`src/rtl/iq_linear_interp_resampler_assert.svh`:
```
// assertion macros for the i/q linear interpolation resampler
`ifndef IQ_LINEAR_INTERP_RESAMPLER_ASSERT_SVH
`define IQ_LINEAR_INTERP_RESAMPLER_ASSERT_SVH

// same-cycle implication
`define IQLR_ASSERT_NOW(lbl, clk_s, rst_n_s, ante, cons, msg) \
	lbl: assert property (@(posedge clk_s) disable iff (!rst_n_s) (ante) |-> (cons)) \
		else $error(msg);

// next-cycle implication
`define IQLR_ASSERT_NEXT(lbl, clk_s, rst_n_s, ante, cons, msg) \
	lbl: assert property (@(posedge clk_s) disable iff (!rst_n_s) (ante) |=> (cons)) \
		else $error(msg);

`endif

```
`src/rtl/iqlr_pkg.sv`:
```
// shared constants and controller/datapath interface types
package iqlr_pkg;

	localparam int IQLR_SAMPLE_BITS = 24;
	localparam int IQLR_PHASE_FRAC_BITS = 32;

	// default step is the ratio of these two rates
	localparam longint unsigned IQLR_RATE_NUM = 64'd312500;
	localparam longint unsigned IQLR_RATE_DEN = 64'd384000;

	typedef struct packed {
		logic load;
		logic mul;
		logic emit;
		logic second;
		logic finish;
	} iqlr_cmd_t;

	typedef struct packed {
		logic phase_lt_one;
		logic last;
	} iqlr_sts_t;

endpackage

```
`src/rtl/iqlr_ctrl.sv`:
```
// controller state machine: sequences check, multiply, emit and hand-off per item
`include "iq_linear_interp_resampler_assert.svh"

module iqlr_ctrl
	import iqlr_pkg::*;
(
	input  logic      clk,
	input  logic      arst_n,
	input  logic      in_valid,
	output logic      in_stall,
	output logic      out_valid,
	input  logic      out_stall,
	input  iqlr_sts_t sts,
	output iqlr_cmd_t cmd
);

	typedef enum logic [1:0] {
		S_IDLE,
		S_CHECK,
		S_EMIT,
		S_OUT
	} state_t;

	state_t state_q;
	logic   stall_q;
	logic   valid_q;
	logic   second_q;

	always_ff @(posedge clk or negedge arst_n) begin
		if (!arst_n) begin
			state_q  <= S_IDLE;
			stall_q  <= 1'b0;
			valid_q  <= 1'b0;
			second_q <= 1'b0;
		end else begin
			unique case (state_q)
				S_IDLE: begin
					if (in_valid && !stall_q) begin
						state_q  <= S_CHECK;
						stall_q  <= 1'b1;
						second_q <= 1'b0;
					end
				end
				S_CHECK: begin
					if (sts.phase_lt_one) begin
						state_q <= S_EMIT;
					end else begin
						state_q <= S_IDLE;
						stall_q <= 1'b0;
					end
				end
				S_EMIT: begin
					state_q <= S_OUT;
					valid_q <= 1'b1;
				end
				S_OUT: begin
					if (!out_stall) begin
						valid_q <= 1'b0;
						if (sts.last) begin
							state_q <= S_IDLE;
							stall_q <= 1'b0;
						end else begin
							state_q  <= S_CHECK;
							second_q <= 1'b1;
						end
					end
				end
				default: begin
					state_q <= S_IDLE;
					stall_q <= 1'b0;
					valid_q <= 1'b0;
				end
			endcase
		end
	end

	always_comb begin
		cmd.load   = (state_q == S_IDLE) && in_valid && !stall_q;
		cmd.mul    = (state_q == S_CHECK) && sts.phase_lt_one;
		cmd.emit   = (state_q == S_EMIT);
		cmd.second = second_q;
		cmd.finish = ((state_q == S_CHECK) && !sts.phase_lt_one) ||
		             ((state_q == S_OUT) && !out_stall && sts.last);
	end

	assign in_stall  = stall_q;
	assign out_valid = valid_q;

	`IQLR_ASSERT_NOW(a_valid_blocks_input, clk, arst_n, valid_q, stall_q, "item offered on output while input open")
	`IQLR_ASSERT_NEXT(a_accept_closes, clk, arst_n, in_valid && !stall_q, stall_q && !valid_q && (state_q == S_CHECK), "input accept did not close the input")
	`IQLR_ASSERT_NEXT(a_second_due, clk, arst_n, valid_q && !out_stall && !sts.last, (state_q == S_CHECK) && sts.phase_lt_one && second_q, "non-final item not followed by a second")

endmodule

```
`src/rtl/iqlr_datapath.sv`:
```
// datapath: step register, phase accumulator, sample history, interpolation multiply
`include "iq_linear_interp_resampler_assert.svh"

module iqlr_datapath
	import iqlr_pkg::*;
#(
	parameter int SAMPLE_BITS     = IQLR_SAMPLE_BITS,
	parameter int PHASE_FRAC_BITS = IQLR_PHASE_FRAC_BITS
) (
	input  logic                          clk,
	input  logic                          arst_n,
	input  logic                          cfg_we,
	input  logic [PHASE_FRAC_BITS:0]      phase_step,
	input  logic signed [SAMPLE_BITS-1:0] sample_i,
	input  logic signed [SAMPLE_BITS-1:0] sample_q,
	input  iqlr_cmd_t                     cmd,
	output iqlr_sts_t                     sts,
	output logic signed [SAMPLE_BITS-1:0] out_i,
	output logic signed [SAMPLE_BITS-1:0] out_q,
	output logic                          last
);

	localparam int SB    = SAMPLE_BITS;
	localparam int FB    = PHASE_FRAC_BITS;
	localparam int PW    = FB + 2;
	localparam int PRODW = SB + FB + 2;

	localparam logic [FB:0]   STEP_HALF  = {2'b01, {(FB - 1){1'b0}}};
	localparam logic [FB:0]   STEP_RESET =
		(FB + 1)'((IQLR_RATE_NUM << FB) / IQLR_RATE_DEN);
	localparam logic [PW-1:0] ONE_PHASE  = {2'b01, {FB{1'b0}}};

	logic [FB:0]             step_q;
	logic [PW-1:0]           phase_q;
	logic signed [SB-1:0]    prev_i_q;
	logic signed [SB-1:0]    prev_q_q;
	logic signed [SB-1:0]    cur_i_q;
	logic signed [SB-1:0]    cur_q_q;
	logic signed [PRODW-1:0] prod_i_s1;
	logic signed [PRODW-1:0] prod_q_s1;
	logic signed [SB-1:0]    out_i_q;
	logic signed [SB-1:0]    out_q_q;
	logic                    last_q;

	logic signed [SB:0]      diff_i;
	logic signed [SB:0]      diff_q;
	logic signed [PRODW-1:0] frac_s;
	logic signed [PRODW-1:0] prod_i_c;
	logic signed [PRODW-1:0] prod_q_c;
	logic signed [PRODW-1:0] sh_i;
	logic signed [PRODW-1:0] sh_q;
	logic signed [SB+1:0]    interp_i;
	logic signed [SB+1:0]    interp_q;
	logic [PW-1:0]           phase_next;
	logic [FB:0]             step_w;

	assign step_w = (phase_step[FB:FB-1] == 2'b00) ? STEP_HALF : phase_step;

	assign diff_i = $signed({cur_i_q[SB-1], cur_i_q}) - $signed({prev_i_q[SB-1], prev_i_q});
	assign diff_q = $signed({cur_q_q[SB-1], cur_q_q}) - $signed({prev_q_q[SB-1], prev_q_q});
	assign frac_s = $signed({{(PRODW - FB){1'b0}}, phase_q[FB-1:0]});

	assign prod_i_c = $signed({{(PRODW - SB - 1){diff_i[SB]}}, diff_i}) * frac_s;
	assign prod_q_c = $signed({{(PRODW - SB - 1){diff_q[SB]}}, diff_q}) * frac_s;

	// floor of the product scaled down by the fraction width
	assign sh_i = prod_i_s1 >>> FB;
	assign sh_q = prod_q_s1 >>> FB;

	assign interp_i = $signed({{2{prev_i_q[SB-1]}}, prev_i_q}) + $signed(sh_i[SB+1:0]);
	assign interp_q = $signed({{2{prev_q_q[SB-1]}}, prev_q_q}) + $signed(sh_q[SB+1:0]);

	assign phase_next = phase_q + {1'b0, step_q};

	always_ff @(posedge clk or negedge arst_n) begin
		if (!arst_n) begin
			step_q   <= STEP_RESET;
			phase_q  <= '0;
			prev_i_q <= '0;
			prev_q_q <= '0;
		end else begin
			if (cfg_we) begin
				step_q <= step_w;
			end
			if (cmd.emit) begin
				phase_q <= phase_next;
			end else if (cmd.finish) begin
				phase_q  <= phase_q - ONE_PHASE;
				prev_i_q <= cur_i_q;
				prev_q_q <= cur_q_q;
			end
		end
	end

	always_ff @(posedge clk) begin
		if (cmd.load) begin
			cur_i_q <= sample_i;
			cur_q_q <= sample_q;
		end
		if (cmd.mul) begin
			prod_i_s1 <= prod_i_c;
			prod_q_s1 <= prod_q_c;
		end
		if (cmd.emit) begin
			out_i_q <= interp_i[SB-1:0];
			out_q_q <= interp_q[SB-1:0];
			last_q  <= cmd.second || (phase_next[PW-1:FB] != 2'b00);
		end
	end

	assign sts.phase_lt_one = (phase_q[PW-1:FB] == 2'b00);
	assign sts.last         = last_q;

	assign out_i = out_i_q;
	assign out_q = out_q_q;
	assign last  = last_q;

	`IQLR_ASSERT_NOW(a_step_floor, clk, arst_n, 1'b1, step_q[FB:FB-1] != 2'b00, "phase step below one half")
	`IQLR_ASSERT_NEXT(a_second_is_last, clk, arst_n, cmd.emit && cmd.second, last_q, "second item of an input not marked last")

endmodule

```
`src/rtl/iq_linear_interp_resampler.sv`:
```
// top level of the i/q linear interpolation fractional resampler
//
//  channel  direction  handshake            payload
//  in       sink       in_valid / in_stall  sample_i, sample_q
//  out      source     out_valid/out_stall  out_i, out_q, last
//  cfg      sink       cfg_we               phase_step
//
// an item that gives no output goes from accept through the check state back to idle, where a new item can be accepted
// an item that gives n outputs (1 or 2) passes, per output, through check (with multiply), emit and out
// the phase check in the check state decides whether an output is due; the multiply is registered there for emit
// out_stall holds an offered item in the out state until it is taken
// arst_n clears phase, previous pair and step (to its default) at once; no clearing pass
module iq_linear_interp_resampler
	import iqlr_pkg::*;
#(
	parameter int SAMPLE_BITS     = IQLR_SAMPLE_BITS,
	parameter int PHASE_FRAC_BITS = IQLR_PHASE_FRAC_BITS
) (
	input  logic                          clk,
	input  logic                          arst_n,
	input  logic                          in_valid,
	output logic                          in_stall,
	input  logic signed [SAMPLE_BITS-1:0] sample_i,
	input  logic signed [SAMPLE_BITS-1:0] sample_q,
	output logic                          out_valid,
	input  logic                          out_stall,
	output logic signed [SAMPLE_BITS-1:0] out_i,
	output logic signed [SAMPLE_BITS-1:0] out_q,
	output logic                          last,
	input  logic                          cfg_we,
	input  logic [PHASE_FRAC_BITS:0]      phase_step
);

	iqlr_cmd_t cmd;
	iqlr_sts_t sts;

	iqlr_ctrl u_ctrl (
		.clk       (clk),
		.arst_n    (arst_n),
		.in_valid  (in_valid),
		.in_stall  (in_stall),
		.out_valid (out_valid),
		.out_stall (out_stall),
		.sts       (sts),
		.cmd       (cmd)
	);

	iqlr_datapath #(
		.SAMPLE_BITS     (SAMPLE_BITS),
		.PHASE_FRAC_BITS (PHASE_FRAC_BITS)
	) u_datapath (
		.clk        (clk),
		.arst_n     (arst_n),
		.cfg_we     (cfg_we),
		.phase_step (phase_step),
		.sample_i   (sample_i),
		.sample_q   (sample_q),
		.cmd        (cmd),
		.sts        (sts),
		.out_i      (out_i),
		.out_q      (out_q),
		.last       (last)
	);

endmodule
```
`config.mk`:
```
export PLATFORM = sky130hd
export DESIGN_NAME = iq_linear_interp_resampler
export DESIGN_NICKNAME = d
export VERILOG_FILES = /design/src/rtl/iqlr_pkg.sv /design/src/rtl/iqlr_ctrl.sv /design/src/rtl/iqlr_datapath.sv /design/src/rtl/iq_linear_interp_resampler.sv
export VERILOG_INCLUDE_DIRS = /design/src /design/src/rtl
export SDC_FILE = /design/constraint.sdc
export NUM_CORES = 2
export LEC_CHECK = 0
export BUFFER_PORTS_ARGS = -buffer_cell sky130_fd_sc_hd__buf_2
export CAP_MARGIN = 20
export CORE_ASPECT_RATIO = 1.75
export CORE_MARGIN = 5
export CORE_UTILIZATION = 45
export CTS_BUF_LIST = sky130_fd_sc_hd__clkbuf_4 sky130_fd_sc_hd__clkbuf_8
export DETAILED_ROUTE_END_ITERATION = 8
export PLACE_DENSITY = 0.58
export SYNTH_ARGS = -nofsm -noshare
export SYNTH_HDL_FRONTEND = slang
export SYNTH_SLANG_ARGS = --single-unit
```
`constraint.sdc`:
```
create_clock -name clk -period 11.45 [get_ports clk]
set_clock_uncertainty 0.1 [all_clocks]
set_input_delay 3.435 -clock clk [delete_from_list [all_inputs] [get_ports clk]]
set_output_delay 3.435 -clock clk [all_outputs]
set_load 0.005 [all_outputs]
```
==> results_dict.tcl <==
set metrics [dict create \
    vias 48339 \
    grt_use_total_pct 24.1 \
    grt_pass1_vias 54237 \
    fp.dieW_microns 298 \
    synthSimpleGateAreaFrac_pct 14.6 \
    critPathLaunch "u_datapath.prev_i_q[0]" \
    synth.ff_latch_count 265 \
    maxCapViolations 0 \
    relSlewSlack_pct 25.8 \
    yosysUniqueCellTypes 83 \
    critPathMaxStageDelay_ns 0.76 \
    r2r_start "u_datapath.prev_i_q[0]" \
    worstPathArrival_ns 11.30 \
    cts_made_buffers 45 \
    muxShareOfSynthArea_pct 0.789 \
    io_buffers 136 \
    die_h_microns 515 \
    slew_violations 0 \
    required_ns 11.79 \
    nNetsFinal 9078 \
    setup-tns-final_ns 0 \
    h-tree-depth 2 \
    yosysSeqAreaShare_pct 11.3 \
    area_delta_synth_final_pct 5.90 \
    cts_root_buffer "clkbuf_8" \
    drc 0 \
    synth_edf_count 145 \
    drive_gt1_share_pct 7.60 \
    die-area_sq_um 154000 \
    postRouteAntennaNets 0 \
    synth_top_family_by_area "adder cells" \
    grt_setup_unrepaired "false" \
    critical_path.max_fanout 12 \
    setup_viol 0 \
    outcome "complete, no violations" \
    rrSetupSlack_ns 0.50 \
    synth_xor_area_share_pct 1.93 \
    drtIter0Drc 2354 \
    setup.worst_path.end "u_datapath.prod_i_s1[55]" \
    grt_pass1_wl_microns 292000 \
    hp-class "reg -> reg" \
    core_sq_um 145000 \
    synth_compound_area_share_pct 7.23 \
    via_per_inst 5.38 \
    synth_top_area_share_pct 42.1 \
    clk_pin_slew_worst_paths_ns 0.07 \
    yosysTopAreaCell "fa_1" \
    clk_path_buf_depth 3 \
    reg2reg_to "u_datapath.prod_i_s1[55]" \
    grt_max_degree 73 \
    period_needed_ns 10.95 \
    syn-instance-count 7166 \
    rows 185 \
    synthFlopType "edfxtp_1" \
    synth_nets 9177 \
    synthArstFlopShare_pct 45.3 \
    cts.sinks 265 \
    finalHoldViolCount 0 \
    startpoint_type "flop" \
    synth-adder-area-share_pct 52.5 \
    ios 137 \
    fin_crit_sh_pct 95.7 \
    start_util_pct 45.2 \
    clk_latency_ns 0.73 \
    syn_area_sq_um 65500 \
    path_common_cell "fa_1" \
    wirelength_microns 181000 \
    crit_slowest_cell "a22oi_2" \
    overflow 0 \
    cts_tree "yes" \
    cts-hold-fix-buffers 0 \
    ys_top_cells_by_area "fa_1 (42%), ha_1 (10%), inv_1 (9.2%), edfxtp_1 (6.6%), nand2_1 (6.6%)" \
    yosys_warnings 0 \
    path_class "reg -> reg" \
    worstMarginPinSlew_ns 1.11 \
    synth.avg_cell_area_sq_um 9.14 \
    n_fill_cell 14109 \
    drtPass1Iterations 6 \
    antenna_found_initial 5 \
    hpwl_microns 144000 \
    max_freq_ghz 0.0913 \
    place_congestion 0.921 \
    crit_path_end_kind "flop" \
    r2r_cells 34 \
    routedWlPerCell_microns 20.2 \
]
-- synthesized netlist by cell type (all sizes together) (15+ instances only) --
| library cell | count |
|---|---|
| inv | 1614 |
| fa | 1377 |
| nand2 | 1153 |
| ha | 548 |
| clkbuf | 407 |
| and2 | 345 |
| nor2b | 147 |
| edfxtp | 145 |
| o21ai | 142 |
| a21oi | 139 |
| nor2 | 133 |
| dfrtp | 105 |
| xnor2 | 101 |
| a21o | 66 |
| nand3 | 64 |
| o21a | 55 |
| mux2 | 45 |
| xor2 | 43 |
| nor3 | 42 |
| and3 | 40 |
| or2 | 39 |
| a31oi | 35 |
| o211ai | 32 |
| o311ai | 27 |
| nand2b | 26 |
| o2111ai | 26 |
| o22ai | 23 |
| o31ai | 22 |
| o31a | 21 |
| a211oi | 18 |
| o21bai | 17 |
| or3 | 17 |
| nor4 | 16 |
| a311oi | 15 |
| dfstp | 15 |
-- placed cells by master, fill, tap and decap left out, types with 66 or more instances in the layout --
cell type	n
buf_4	131
dfrtp_1	77
inv_1	1612
fa_1	1377
nor2_1	131
a21o_1	66
and2_1	343
edfxtp_1	145
nor2b_1	144
xnor2_1	79
a21oi_1	136
ha_1	548
nand2_1	1152
buf_2	135
o21ai_0	135
-- stage by stage --
step                area, sq um  hold WS, ns  setup WS (ns)  cells  util (%)
finish                    69400        0.371          0.496   8977      47.9
global route              69400        0.393         0.0207   8974      47.9
CTS                       69300        0.376          0.543   8969      47.8
detailed placement        68300        0.364          0.599   8886      47.2
global placement          68300        0.363          0.722   8884      47.1
floorplan                 65500        0.350           2.25   7166         -
-- state kept, by name, summed over array words and instances, names as in the netlist, named ones only --
register	count
u_datapath.last	1
u_datapath.step_q	33
u_datapath.phase_q	34
u_datapath.out_q	24
u_datapath.out_i	24
u_datapath.prod_i_s1	24
u_datapath.cur_q_q	24
u_ctrl.second_q	1
u_ctrl.in_stall	1
u_datapath.prev_i_q	24
u_ctrl.out_valid	1
u_datapath.prev_q_q	24
u_ctrl.state_q	1
u_datapath.cur_i_q	24
u_datapath.prod_q_s1	24
-- final cells by class --
class | instances | area, sq um | share of cell area, %
tap | 1870 | 2340 | 3.37
antenna | 4 | 10.0 | 0.0144
inverter | 1614 | 6060 | 8.73
sequential | 265 | 7410 | 10.7
clock inverter | 16 | 125 | 0.180
multi-input combinational | 4871 | 50900 | 73.3
clock buffer | 67 | 841 | 1.21
timing repair buffer | 270 | 1730 | 2.49
-- worst min-delay path by stage --
stage / start / depth (start not counted) / slack, ns / to
5_1_grt: u_datapath.step_q[12] / 2 / 0.39 / u_datapath.step_q[12]
6_report: u_datapath.step_q[28] / 2 / 0.37 / u_datapath.step_q[28]
2_1_floorplan: u_datapath.step_q[0] / 2 / 0.35 / u_datapath.step_q[0]
3_5_place_dp: u_datapath.step_q[10] / 2 / 0.36 / u_datapath.step_q[10]
4_1_cts: u_datapath.step_q[28] / 2 / 0.38 / u_datapath.step_q[28]
3_3_place_gp: u_datapath.step_q[12] / 2 / 0.36 / u_datapath.step_q[12]
-- what timing repair did --
item | CTS | global route
resized for setup | 0 | 3
endpoints found under the setup margin | 0 | 4
setup buffers | 0 | 3
-- worst max-delay path, delay by kind of cell (launching register included) --
| family | cells | cell delay, ns |
|---|---|---|
| AO/OA/AOI/OAI | 16 | 4.52 |
| buffers and inverters | 4 | 0.55 |
| AND/OR/NAND/NOR | 4 | 0.63 |
| adder cells (fa/ha/maj) | 10 | 4.48 |
| flip-flops | 1 | 0.41 |
-- routing by layer --
metal | up-vias | track usage [%] | wire length [microns]
met4 | 2 | 11.1 | 9760
met1 | 25244 | 26.3 | 63800
li1 | 21473 | - | -
met2 | 1176 | 47.1 | 101000
met3 | 444 | 1.76 | 6170
met5 | - | 0 | 7
-- cells by family (layout without fill, tap and decap cells) --
group	after synthesis	after routing
buffers and inverters	2031	1967
DFF	265	265
other	0	4
adders and majority gates	1925	1925
muxes	46	46
and+or+nand+nor	2052	2052
AOI/OAI and AO/OA	703	703
xor gates and xnor gates	144	145
Power is not shown: default switching activity piles up to over one toggle a cycle in this logic, so the estimate is an artifact.
